===== config.mk =====
export PLATFORM = sky130hd
export DESIGN_NAME = gregorian_iso_week_calculator
export DESIGN_NICKNAME = d
export VERILOG_FILES = /design/src/rtl/core/giwc_pkg.sv /design/src/rtl/core/gregorian_iso_week_calculator.sv /design/src/rtl/core/giwc_year_split.sv /design/src/rtl/core/giwc_date_check.sv /design/src/rtl/core/giwc_week_sel.sv
export SDC_FILE = /design/constraint.sdc
export NUM_CORES = 1
export LEC_CHECK = 0
export ABC_AREA = 1
export ABC_CLOCK_PERIOD_IN_PS = 7400
export BUFFER_PORTS_ARGS = -buffer_cell sky130_fd_sc_hd__buf_4
export CAP_MARGIN = 5
export CORE_UTILIZATION = 40
export CTS_CLUSTER_SIZE = 20
export DETAILED_ROUTE_END_ITERATION = 12
export GPL_TIMING_DRIVEN = 0
export PLACE_DENSITY = 0.61
export SLEW_MARGIN = 20
export SYNTH_ARGS = -nofsm -noshare
export SYNTH_HDL_FRONTEND = slang
export SYNTH_HIERARCHICAL = 1
export SYNTH_SLANG_ARGS = --single-unit

===== constraint.sdc =====
create_clock -name clk -period 7.4 [get_ports clk]
set_input_delay 0.37 -clock clk [delete_from_list [all_inputs] [get_ports clk]]
set_output_delay 0.37 -clock clk [all_outputs]
set_load 0.005 [all_outputs]

===== src/rtl/core/giwc_pkg.sv =====
`default_nettype none
package giwc_pkg;

  localparam int unsigned YEAR_W  = 14;
  localparam int unsigned MONTH_W = 4;
  localparam int unsigned DAY_W   = 5;
  localparam int unsigned WD_W    = 3;
  localparam int unsigned DOY_W   = 9;
  localparam int unsigned WEEK_W  = 6;
  localparam int unsigned MLEN_W  = 5;
  localparam int unsigned BYEAR_W = 15;  // year plus one 400-year cycle
  localparam int unsigned CENT_W  = 8;   // biased year / 100

  localparam int unsigned IN_TDATA_W  = 24;
  localparam int unsigned OUT_TDATA_W = 32;

  // Year bias is one 400-year cycle; the pipeline works on biased year - 1.
  localparam logic [BYEAR_W-1:0] YEAR_BIAS_M1 = 15'd399;

  // floor(a/100) = (a * 20972) >> 21, exact for a < 2^21/48
  localparam logic [BYEAR_W-1:0] RECIP_100    = 15'd20972;
  localparam int unsigned        RECIP_100_SH = 21;
  localparam logic [BYEAR_W-1:0] CENTURY      = 15'd100;

  // floor(v/7) = (v * 586) >> 12, exact for v < 4096/6
  localparam logic [9:0]  RECIP_7    = 10'd586;
  localparam int unsigned RECIP_7_SH = 12;

  localparam logic [DOY_W-1:0]  ISO_BIAS    = 9'd10;
  localparam logic [WEEK_W-1:0] WEEKS_LONG  = 6'd53;
  localparam logic [WEEK_W-1:0] WEEKS_SHORT = 6'd52;
  localparam logic [WEEK_W-1:0] WEEK_FIRST  = 6'd1;

  localparam logic [WD_W-1:0] WD_SUN = 3'd0;
  localparam logic [WD_W-1:0] WD_WED = 3'd3;
  localparam logic [WD_W-1:0] WD_THU = 3'd4;

  localparam logic [MONTH_W-1:0] MONTH_FEB = 4'd2;

  typedef struct packed {
    logic [WD_W-1:0] jan1;    // weekday of January 1 of this year
    logic            leap_y;  // this year is leap
    logic            leap_p;  // previous year is leap
  } year_info_t;

  typedef struct packed {
    logic [DOY_W-1:0]  doy;
    logic [MLEN_W-1:0] mlen;
    logic              bad;
  } date_info_t;

  // Residue mod 7 by folding octal digits (8 = 1 mod 7).
  function automatic logic [WD_W-1:0] mod7(input logic [15:0] v);
    logic [5:0] s1;
    logic [3:0] s2;
    s1 = 6'(v[2:0]) + 6'(v[5:3]) + 6'(v[8:6]) + 6'(v[11:9])
       + 6'(v[14:12]) + 6'(v[15]);
    s2 = 4'(s1[2:0]) + 4'(s1[5:3]);
    if (s2 >= 4'd7) begin
      mod7 = 3'(s2 - 4'd7);
    end else begin
      mod7 = s2[2:0];
    end
  endfunction

  // Zero for a month outside 1..12.
  function automatic logic [MLEN_W-1:0] month_len(input logic [MONTH_W-1:0] m,
                                                  input logic leap);
    logic [MLEN_W-1:0] len;
    unique case (m)
      4'd1, 4'd3, 4'd5, 4'd7, 4'd8, 4'd10, 4'd12: len = 5'd31;
      4'd4, 4'd6, 4'd9, 4'd11:                     len = 5'd30;
      MONTH_FEB:                                   len = leap ? 5'd29 : 5'd28;
      default:                                     len = 5'd0;
    endcase
    return len;
  endfunction

  // Days in the months before m, common year.
  function automatic logic [DOY_W-1:0] days_before(input logic [MONTH_W-1:0] m);
    logic [DOY_W-1:0] d;
    unique case (m)
      4'd2:    d = 9'd31;
      4'd3:    d = 9'd59;
      4'd4:    d = 9'd90;
      4'd5:    d = 9'd120;
      4'd6:    d = 9'd151;
      4'd7:    d = 9'd181;
      4'd8:    d = 9'd212;
      4'd9:    d = 9'd243;
      4'd10:   d = 9'd273;
      4'd11:   d = 9'd304;
      4'd12:   d = 9'd334;
      default: d = 9'd0;
    endcase
    return d;
  endfunction

  function automatic logic [WEEK_W-1:0] iso_weeks(input logic [WD_W-1:0] jan1,
                                                  input logic leap);
    return (jan1 == WD_THU || (jan1 == WD_WED && leap)) ? WEEKS_LONG : WEEKS_SHORT;
  endfunction

endpackage
`default_nettype wire


===== src/rtl/core/gregorian_iso_week_calculator.sv =====
// Gregorian date to weekday / day of year / ISO-8601 week.
// Input stream: one date per request on in_tdata (year, month, day).
// Output stream: one result per request on out_tdata.
// Five register stages: input, century split, year/date info, weekday,
// output. An accepted request moves through them in that order.
// Throughput is one date per cycle while out_tready stays high; every stage
// is a plain pipeline register with a combinational step, no loops.
// Each stage advances when it is empty or the stage after it moves, so
// in_tready stays high while bubbles remain, even with out_tready low.
// With all five stages full and out_tready low, in_tready drops and the
// held result stays on out_tdata until taken.
// Reset (rst_n low, synchronous) empties the pipeline; data registers are not reset.
// For a bad date weekday, day_of_year and iso_week read 0; month_length
// is 0 for a month outside 1..12; leap_year always follows the year.
`default_nettype none
module gregorian_iso_week_calculator
  import giwc_pkg::*;
(
  input  wire logic                   clk,
  input  wire logic                   rst_n,
  input  wire logic                   in_tvalid,
  output logic                        in_tready,
  // [13:0] year, [17:14] month, [22:18] day, [23] zero
  input  wire logic [IN_TDATA_W-1:0]  in_tdata,
  output logic                        out_tvalid,
  input  wire logic                   out_tready,
  // [2:0] weekday, [11:3] day_of_year, [17:12] iso_week,
  // [22:18] month_length, [23] leap_year, [24] bad_date, [31:25] zero
  output logic [OUT_TDATA_W-1:0]      out_tdata
);

  logic rdy0, rdy1, rdy2, rdy3, rdy4;

  // stage 0: input
  logic                v0_r;
  logic [YEAR_W-1:0]   year0_r;
  logic [MONTH_W-1:0]  month0_r;
  logic [DAY_W-1:0]    day0_r;

  // stage 1: century split
  logic                v1_r;
  logic [BYEAR_W-1:0]  prev1_r;
  logic [CENT_W-1:0]   cent1_r;
  logic [MONTH_W-1:0]  month1_r;
  logic [DAY_W-1:0]    day1_r;
  logic [BYEAR_W-1:0]  prev1_nxt;
  logic [29:0]         cent_prod;

  // stage 2: year and date info
  logic                v2_r;
  year_info_t          yinfo2_r;
  date_info_t          dinfo2_r;
  year_info_t          yinfo2_nxt;
  date_info_t          dinfo2_nxt;

  // stage 3: weekday
  logic                v3_r;
  year_info_t          yinfo3_r;
  date_info_t          dinfo3_r;
  logic [WD_W-1:0]     wd3_r;
  logic [DOY_W-1:0]    num3_r;
  logic [WD_W-1:0]     wd3_nxt;
  logic [WD_W-1:0]     wmon;
  logic [DOY_W-1:0]    num3_nxt;

  // stage 4: output
  logic                v4_r;
  logic [WD_W-1:0]     wd4_r;
  logic [DOY_W-1:0]    doy4_r;
  logic [WEEK_W-1:0]   week4_r;
  logic [MLEN_W-1:0]   mlen4_r;
  logic                leap4_r;
  logic                bad4_r;
  logic [WEEK_W-1:0]   week4_nxt;

  assign rdy4 = !v4_r || out_tready;
  assign rdy3 = !v3_r || rdy4;
  assign rdy2 = !v2_r || rdy3;
  assign rdy1 = !v1_r || rdy2;
  assign rdy0 = !v0_r || rdy1;
  assign in_tready = rdy0;

  always_ff @(posedge clk) begin
    if (!rst_n) begin
      v0_r <= 1'b0;
      v1_r <= 1'b0;
      v2_r <= 1'b0;
      v3_r <= 1'b0;
      v4_r <= 1'b0;
    end else begin
      if (rdy0) v0_r <= in_tvalid;
      if (rdy1) v1_r <= v0_r;
      if (rdy2) v2_r <= v1_r;
      if (rdy3) v3_r <= v2_r;
      if (rdy4) v4_r <= v3_r;
    end
  end

  // stage 0 -> 1
  always_comb begin
    prev1_nxt = BYEAR_W'(year0_r) + YEAR_BIAS_M1;
    cent_prod = 30'(prev1_nxt) * 30'(RECIP_100);
  end

  giwc_year_split u_year_split (
    .prev_year (prev1_r),
    .cent      (cent1_r),
    .info      (yinfo2_nxt)
  );

  giwc_date_check u_date_check (
    .month (month1_r),
    .day   (day1_r),
    .leap  (yinfo2_nxt.leap_y),
    .info  (dinfo2_nxt)
  );

  // weekday from Jan 1 plus ordinal day
  always_comb begin
    wd3_nxt  = mod7(16'(yinfo2_r.jan1) + 16'(dinfo2_r.doy) - 16'd1);
    wmon     = (wd3_nxt == WD_SUN) ? 3'd7 : wd3_nxt;
    num3_nxt = dinfo2_r.doy + ISO_BIAS - DOY_W'(wmon);
  end

  giwc_week_sel u_week_sel (
    .num   (num3_r),
    .yinfo (yinfo3_r),
    .week  (week4_nxt)
  );

  always_ff @(posedge clk) begin
    if (rdy0) begin
      year0_r  <= in_tdata[13:0];
      month0_r <= in_tdata[17:14];
      day0_r   <= in_tdata[22:18];
    end
    if (rdy1) begin
      prev1_r  <= prev1_nxt;
      cent1_r  <= cent_prod[RECIP_100_SH +: CENT_W];
      month1_r <= month0_r;
      day1_r   <= day0_r;
    end
    if (rdy2) begin
      yinfo2_r <= yinfo2_nxt;
      dinfo2_r <= dinfo2_nxt;
    end
    if (rdy3) begin
      yinfo3_r <= yinfo2_r;
      dinfo3_r <= dinfo2_r;
      wd3_r    <= wd3_nxt;
      num3_r   <= num3_nxt;
    end
    if (rdy4) begin
      wd4_r   <= dinfo3_r.bad ? '0 : wd3_r;
      doy4_r  <= dinfo3_r.bad ? '0 : dinfo3_r.doy;
      week4_r <= dinfo3_r.bad ? '0 : week4_nxt;
      mlen4_r <= dinfo3_r.mlen;
      leap4_r <= yinfo3_r.leap_y;
      bad4_r  <= dinfo3_r.bad;
    end
  end

  assign out_tvalid = v4_r;
  assign out_tdata  = {7'd0, bad4_r, leap4_r, mlen4_r, week4_r, doy4_r, wd4_r};

`ifndef NO_ASSERTIONS
  // input stalls only when the whole pipeline is full behind a held result
  a_stall_only_when_full: assert property (@(posedge clk) disable iff (!rst_n)
    !in_tready |-> (v0_r && v1_r && v2_r && v3_r && out_tvalid && !out_tready))
    else $error("input stalled with room in the pipeline");

  a_good_date_ranges: assert property (@(posedge clk) disable iff (!rst_n)
    (out_tvalid && !bad4_r) |-> (week4_r != '0 && week4_r <= WEEKS_LONG
      && wd4_r <= 3'd6 && doy4_r != '0 && doy4_r <= 9'd366 && mlen4_r >= 5'd28))
    else $error("valid date with out-of-range result fields");

  a_bad_date_zeroed: assert property (@(posedge clk) disable iff (!rst_n)
    (out_tvalid && bad4_r) |-> (wd4_r == '0 && doy4_r == '0 && week4_r == '0))
    else $error("bad date with nonzero result fields");
`endif

endmodule
`default_nettype wire


===== src/rtl/core/giwc_year_split.sv =====
`default_nettype none
module giwc_year_split
  import giwc_pkg::*;
(
  input  wire logic [BYEAR_W-1:0] prev_year,  // biased year - 1
  input  wire logic [CENT_W-1:0]  cent,       // prev_year / 100
  output year_info_t              info
);

  logic [BYEAR_W-1:0] cent_x100;
  logic [6:0]         rem;
  logic [15:0]        days;

  always_comb begin
    cent_x100 = BYEAR_W'(cent) * CENTURY;
    rem       = 7'(prev_year - cent_x100);
    // day count of whole years before this one, plus Jan 1
    days      = 16'(prev_year) + 16'(prev_year[BYEAR_W-1:2]) - 16'(cent)
              + 16'(cent[CENT_W-1:2]) + 16'd1;
    info.jan1   = mod7(days);
    // this year = prev_year + 1: century year when rem wraps at 99
    info.leap_y = (prev_year[1:0] == 2'd3 && rem != 7'd99)
               || (rem == 7'd99 && cent[1:0] == 2'd3);
    info.leap_p = prev_year[1:0] == 2'd0 && (rem != 7'd0 || cent[1:0] == 2'd0);
  end

endmodule
`default_nettype wire


===== src/rtl/core/giwc_date_check.sv =====
`default_nettype none
module giwc_date_check
  import giwc_pkg::*;
(
  input  wire logic [MONTH_W-1:0] month,
  input  wire logic [DAY_W-1:0]   day,
  input  wire logic               leap,
  output date_info_t              info
);

  always_comb begin
    info.mlen = month_len(month, leap);
    info.doy  = days_before(month) + DOY_W'(day)
              + DOY_W'(leap && month > MONTH_FEB);
    // invalid month gives length 0, so any day fails
    info.bad  = day == '0 || day > info.mlen;
  end

endmodule
`default_nettype wire


===== src/rtl/core/giwc_week_sel.sv =====
`default_nettype none
module giwc_week_sel
  import giwc_pkg::*;
(
  input  wire logic [DOY_W-1:0] num,   // doy + 10 - iso weekday
  input  wire year_info_t       yinfo,
  output logic [WEEK_W-1:0]     week
);

  logic [18:0]       prod;
  logic [WEEK_W-1:0] raw;
  logic [3:0]        jp_sum;
  logic [WD_W-1:0]   jan1_prev;
  logic [WEEK_W-1:0] weeks_cur;
  logic [WEEK_W-1:0] weeks_prev;

  always_comb begin
    prod = 19'(num) * 19'(RECIP_7);
    raw  = prod[RECIP_7_SH +: WEEK_W];
    // previous Jan 1 is 365 or 366 days earlier
    jp_sum = 4'(yinfo.jan1) + 4'd6 - 4'(yinfo.leap_p);
    jan1_prev = (jp_sum >= 4'd7) ? 3'(jp_sum - 4'd7) : jp_sum[2:0];
    weeks_cur  = iso_weeks(yinfo.jan1, yinfo.leap_y);
    weeks_prev = iso_weeks(jan1_prev, yinfo.leap_p);
    priority if (raw == '0) begin
      week = weeks_prev;
    end else if (raw > weeks_cur) begin
      week = WEEK_FIRST;
    end else begin
      week = raw;
    end
  end

endmodule
`default_nettype wire


======== Word-level counts from Yosys, hierarchy flattened ========
Memories as Yosys holds them, arrays and structs flattened. A register that Yosys moved wholly into a read port is not among the register bits.
Cells that the tools add are included.
storage, ports and cells
  register bits ........................... 137
  latch bits .............................. 0
  memory bits (writable) .................. 0
  bits in read-only memories .............. 144
  output and inout port bits .............. 34
  word-level logic and storage cells ...... 131
  memories ................................ 1
cells by class
  $add $sub $neg .......................... 29
  multipliers ............................. 3
  div/mod/pow operators ................... 0
  magnitude comparators ................... 6
  equality and inequality tests ........... 20
  shifts and indexed selects .............. 0
  muxes and demuxes ....................... 11
  bitwise logic cells ..................... 0
  reduce and logical (&&, ||, !) cells .... 29
memories
  memory            words  bits a word  read ports  clocked after Yosys merged registers in  wr ports  RTL line        RTL
  (name not given)  16     9            1           1                                        0         giwc_pkg.sv:82  unique case (m)
operators by type and width
  kind                                                                count
  multiplier 15 x 13 -> 27 bit (second input constant)                1
  adder 6 x 3 -> 6 bit                                                4
  == test 4 bit (second input constant)                               5
  multiplier 9 x 9 -> 17 bit (second input constant)                  1
  adder 15 x 13 -> 16 bit                                             1
  adder 16 x 1 -> 16 bit (second input constant)                      1
  adder 16 x 6 -> 16 bit                                              1
  adder 3 x 3 -> 4 bit                                                4
  == test 4 x 3 -> 1 bit (second input constant)                      4
  subtractor 16 x 8 -> 16 bit                                         1
  adder 14 x 9 -> 15 bit (second input constant)                      1
  one-hot mux 5 bit (3 select lines)                                  1
  adder 6 x 1 -> 6 bit                                                2
  greater-or-equal comparator 4 x 3 -> 1 bit (second input constant)  3
  2-to-1 mux 3 bit                                                    4
  2-to-1 mux 6 bit                                                    2
  subtractor 10 x 1 -> 11 bit (second input constant)                 1
  adder 3 x 9 -> 10 bit                                               1
  logical OR 1 bit                                                    10
  adder 9 x 1 -> 9 bit                                                1
  adder 9 x 4 -> 9 bit (second input constant)                        1
  adder 9 x 5 -> 9 bit                                                1
  subtractor 3 bit (second input constant)                            3
  subtractor 9 x 3 -> 9 bit                                           1
  other kinds (27)                                                    43

======== Logic depth before layout (Yosys ltp) ========
  depth in word-level cells ............... 13
  depth in mapped cells ................... 34
  mapped depth without buffers ............ 34

======== Hierarchy ========
The synthesis kept the hierarchy.
modules (own cells, without submodules)
  module                         instances  cells each  area an instance (sq um)
  gregorian_iso_week_calculator  1          904         9,771.9
  giwc_year_split                1          346         2,239.6
  giwc_week_sel                  1          207         1,440.1
  giwc_date_check                1          119         728.2

======== Least setup slack after synthesis ========
Ideal clock, no wire load.
  path type ............................... register -> register
  start point ............................. reg dinfo2_r[7] in the netlist's numbering
  end point ............................... reg num3_r[7] (data pin)
  setup time .............................. 0.258 ns
  arrival ................................. 6.308 ns
  required time ........................... 7.142 ns
  setup slack ............................. 0.834 ns
  stages on the path, launching flop included .. 35
  period minus slack after synthesis ...... 6.566 ns
  cells stage by stage .................... edfxtp_1 > inv_1 > ha_1 > inv_1 > ha_1 > fa_1 > nand3_1 > nand2_1 > a21oi_1 > xor2_1 > fa_1 > inv_1 > fa_1 > ha_1 > fa_1 > xor2_1 > ha_1 > fa_1 > ha_1 > inv_1 > nor2_1 > nor2_2 > nand2_1 > nand2_1 > o21bai_1 > ha_1 > inv_1 > ha_1 > fa_1 > nand2_1 > inv_1 > nor3_1 > inv_1 > a21oi_1 > xnor2_1
between the ends
  word-level cells in the longest chain between the ends .. 13
  elaborated cells on any way between the ends .. 15
  those cells by class .................... 11 x add/sub; 1 x order compare; 2 x mux; 1 x reduce/logical
RTL lines
  what                                                                            RTL line                              RTL
  start, declared                                                                 gregorian_iso_week_calculator.sv:52   date_info_t dinfo2_r;
  start signal, assigned                                                          gregorian_iso_week_calculator.sv:145  dinfo2_r <= dinfo2_nxt;
  adder 3 x 9 -> 10 bit (*)                                                       gregorian_iso_week_calculator.sv:120  wd3_nxt = mod7(16'(yinfo2_r.jan1) + 16'(dinfo2_r.doy) - 16'd1);
  subtractor 10 x 1 -> 11 bit (*)                                                 gregorian_iso_week_calculator.sv:120
  adder 3 x 3 -> 4 bit                                                            giwc_pkg.sv:56                        s1 = 6'(v[2:0]) + 6'(v[5:3]) + 6'(v[8:6]) + 6'(v[11:9])
  adder 4 x 3 -> 5 bit                                                            giwc_pkg.sv:56
  adder 5 x 3 -> 6 bit                                                            giwc_pkg.sv:56
  adder 6 x 3 -> 6 bit                                                            giwc_pkg.sv:57                        + 6'(v[14:12]) + 6'(v[15]);
  adder 6 x 1 -> 6 bit (*)                                                        giwc_pkg.sv:57
  adder 3 x 3 -> 4 bit (*)                                                        giwc_pkg.sv:58                        s2 = 4'(s1[2:0]) + 4'(s1[5:3]);
  greater-or-equal comparator 4 x 3 -> 1 bit or subtractor 3 bit (tied branches)  giwc_pkg.sv:59, giwc_pkg.sv:60
  2-to-1 mux 3 bit (*)                                                            giwc_pkg.sv:59                        if (s2 >= 4'd7) begin
  named net wd3_nxt[1]                                                            gregorian_iso_week_calculator.sv:62   logic [WD_W-1:0] wd3_nxt;
  zero test 3 bit                                                                 gregorian_iso_week_calculator.sv:121  wmon = (wd3_nxt == WD_SUN) ? 3'd7 : wd3_nxt;
  2-to-1 mux 3 bit (*)                                                            gregorian_iso_week_calculator.sv:121
  subtractor 9 x 3 -> 9 bit (*)                                                   gregorian_iso_week_calculator.sv:122  num3_nxt = dinfo2_r.doy + ISO_BIAS - DOY_W'(wmon);
  named net num3_nxt[7]                                                           gregorian_iso_week_calculator.sv:64   logic [DOY_W-1:0] num3_nxt;
  end signal, assigned                                                            gregorian_iso_week_calculator.sv:151  num3_r <= num3_nxt;
  end, declared                                                                   gregorian_iso_week_calculator.sv:61   logic [DOY_W-1:0] num3_r;
The timed path passes the listed nets; every way through them passes the cells marked *.
A chain may end at the register's enable or synchronous reset.

======== Final worst setup path ========
Same ends and word-level chain as after synthesis.

==> results.cfg <==
[run_status]
run_status = finished, final reports clean

[cells_and_area]
multiInputGateArea_sq_mm = 0.00865
seqCellArea_sq_mm = 0.00406
antenna_cells = 0
syn_to_final_growth_pct = 11.5
nets = 2030
fill_cells = 3379
finish.utilization_pct = 45.5
drive_above_1_share_pct = 9.95

[detailed_routing]
drtIter0Drc = 381
dr.pass1.iters = 5
wl_per_cell_um = 13.0
totalWireLength_mm = 27.6
postRouteAntennaNets = 0
avgViaCountPerCell = 4.73
vias = 10100
drc = 0

[synthesis]
yosys_warnings = 6
syn_area_per_cell_sq_um = 9.00
synth.distinct_cells = 46
async_reset_ff_share_pct = 0
synthFlopType = edfxtp_1
yosysSeqAreaShare_pct = 28.7
synth_compound_area_share_pct = 4.89
synthMuxAreaShare_pct = 0
syn_area_sq_mm = 0.0142
synthXorXnorAreaFrac_pct = 3.08
yosys.area_share.simple_pct = 16.4
yosys.area_share.adder_pct = 36.3
synth_top_family_by_area = adder cells
synth_edf_count = 132
ys_ff_latch = 137
syn_inst = 1576

[clock_tree]
cts_sinks = 137
clk_latency_ns = 0.44
ctsHoldBuffers = 0
cts_htree_levels = 4
cts.path.max_buffers = 2
cts_made_buffers = 17
cts_tree = yes
cts_root_buffer = clkbuf_16
clk_pin_slew_ns = 0.07

[grt]
grt_pass1_vias = 10100
grt_max_degree = 33
grt_pass1_wl_mm = 47.0
track_usage_pct = 16.3
gr-total-overflow = 0
grt_antenna_before_repair = 0

[sta]
slew_violations = 0
setup_viol = 0
max-slew-margin-rel_pct = 34.7
hold_viol = 0
fin_skew_ns = 0.00954
min_period_ns = 6.93
worst_pin_slew_ns = 0.978
period_share_pct = 93.6
fmax_mhz = 144

[die]
initial_core_util_pct = 40.8
rows = 68
io-pin-count = 62
die_w_um = 190
core_sq_mm = 0.0347
die_h_um = 190
die_area_sq_mm = 0.0362

[setup_path]
path_delay_family = adder cells
cp.arrival_ns = 7.11
crit_path_top_delay_cell = fa_1
cp-start-kind = register
cpPeakStageDelay_ns = 0.47
critPathRequiredTime_ns = 7.58
worstSetupEndpointType = register
cp_num_buf_inv = 7
crit_type = register to register
path_max_fanout = 3

[place]
hpwl_mm = 23.2
port_buffers = 53
place_congestion = 0.898

[hold_path]
hp-class = input port to register

[job]
cap_violations = 0
-- final cells by class --
cell class,count,area share [%]
Tap cell,455,3.60
Timing Repair Buffer,55,2.61
Sequential cell,137,25.7
Multi-Input combinational cell,1056,54.7
Buffer,15,0.673
Clock buffer,18,2.78
Clock inverter,14,1.01
Inverter,374,8.88
-- kinds of logic after synthesis --
kind of cell / count (synthesis)
adder cells (fa/ha/maj): 346
AND/OR/NAND/NOR: 536
buffers and inverters: 389
other: 1
flip-flops: 137
XOR/XNOR: 49
AO/OA/AOI/OAI: 118
-- worst paths after layout --
check | from | endpoint | slack [ns] | depth (start not counted)
setup / recovery | dinfo2_r[7]$_DFFE_PP_ | num3_r[7]$_DFFE_PP_ | 0.47 | 33
hold / removal | in_tdata[11] | year0_r[11]$_DFFE_PP_ | 0.11 | 1
setup reg to reg | dinfo2_r[7]$_DFFE_PP_ | num3_r[7]$_DFFE_PP_ | 0.47 | 33
hold reg to reg | dinfo2_r[3]$_DFFE_PP_ | dinfo3_r[3]$_DFFE_PP_ | 0.41 | 0
-- per-layer routing --
metal,global-route usage [%],routed length [um],part of all wire [%]
met1,21.0,13200,48
met2,28.2,13400,49
met3,2.59,607,2.2
met4,4.46,437,1.6
met5,0,0,0
-- flip-flops by register name, summed over array words and instances (netlist names), 3 cells and up --
register,count
dinfo2_r,15
dinfo3_r,15
prev1_r,15
year0_r,14
doy4_r,9
num3_r,9
cent1_r,8
week4_r,6
day0_r,5
day1_r,5
mlen4_r,5
yinfo2_r,5
yinfo3_r,5
month0_r,4
month1_r,4
wd3_r,3
wd4_r,3
-- cells in the mapped netlist, types with 3 or more instances --
library cell  instances  area share (%)
or2_2                 4            0.18
fa_1                109              15
dfxtp_1               5            0.71
nand2_2              18            0.79
xor2_1               30             1.9
nor2_2                8            0.35
o21bai_1             10            0.53
nor3_2                4            0.28
nor2_1               94             2.5
nand4_1              16            0.71
nor3_1                8            0.28
o211ai_1              4            0.21
a21oi_2               4            0.25
a21oi_1              60             2.1
inv_1               365             9.7
nand3_1              64             2.3
o21ai_0              21            0.74
a21o_1                5            0.26
nand3_2               3            0.21
edfxtp_1            132              28
nand2_1             302             8.0
a21boi_0              3            0.16
xnor2_1              18             1.1
nand3b_1              7            0.37
buf_4                11            0.58
inv_2                 9            0.24
ha_1                237              21
-- repair_timing --
item | in CTS | in global routing
buffers inserted | 0 | 2
endpoints found under the setup margin | 0 | 2
resized for setup | 0 | 6
-- placed cells by master (no fill, tap or decap), types with 18 or more instances in the layout --
| master | instances |
|---|---|
| nand2_1 | 302 |
| inv_1 | 362 |
| edfxtp_1 | 132 |
| buf_4 | 66 |
| a21oi_1 | 58 |
| xor2_1 | 30 |
| nor2_1 | 93 |
| fa_1 | 109 |
| nand2_2 | 18 |
| o21ai_0 | 21 |
| xnor2_1 | 18 |
| ha_1 | 237 |
| nand3_1 | 64 |
-- per-stage QoR --
step | cell area [sq um] | setup WS, ns | setup TNS (ns) | hold WS, ns | instances
after global placement | 15200 | 0.310 | 0 | 0.403 | 2090
after detailed placement | 15200 | 0.214 | 0 | 0.406 | 2090
final | 15800 | 0.475 | 0 | 0.107 | 2124
after CTS | 15800 | 0.192 | 0 | 0.0820 | 2122
after global routing | 15800 | -0.00326 | -0.00326 | 0.0824 | 2124
after floorplan | 14200 | 0.834 | 0 | 0.400 | 1582
Power is left out: the tool's default activity adds up to more than one toggle a clock period on the data nets, which glitch-free logic cannot reach.
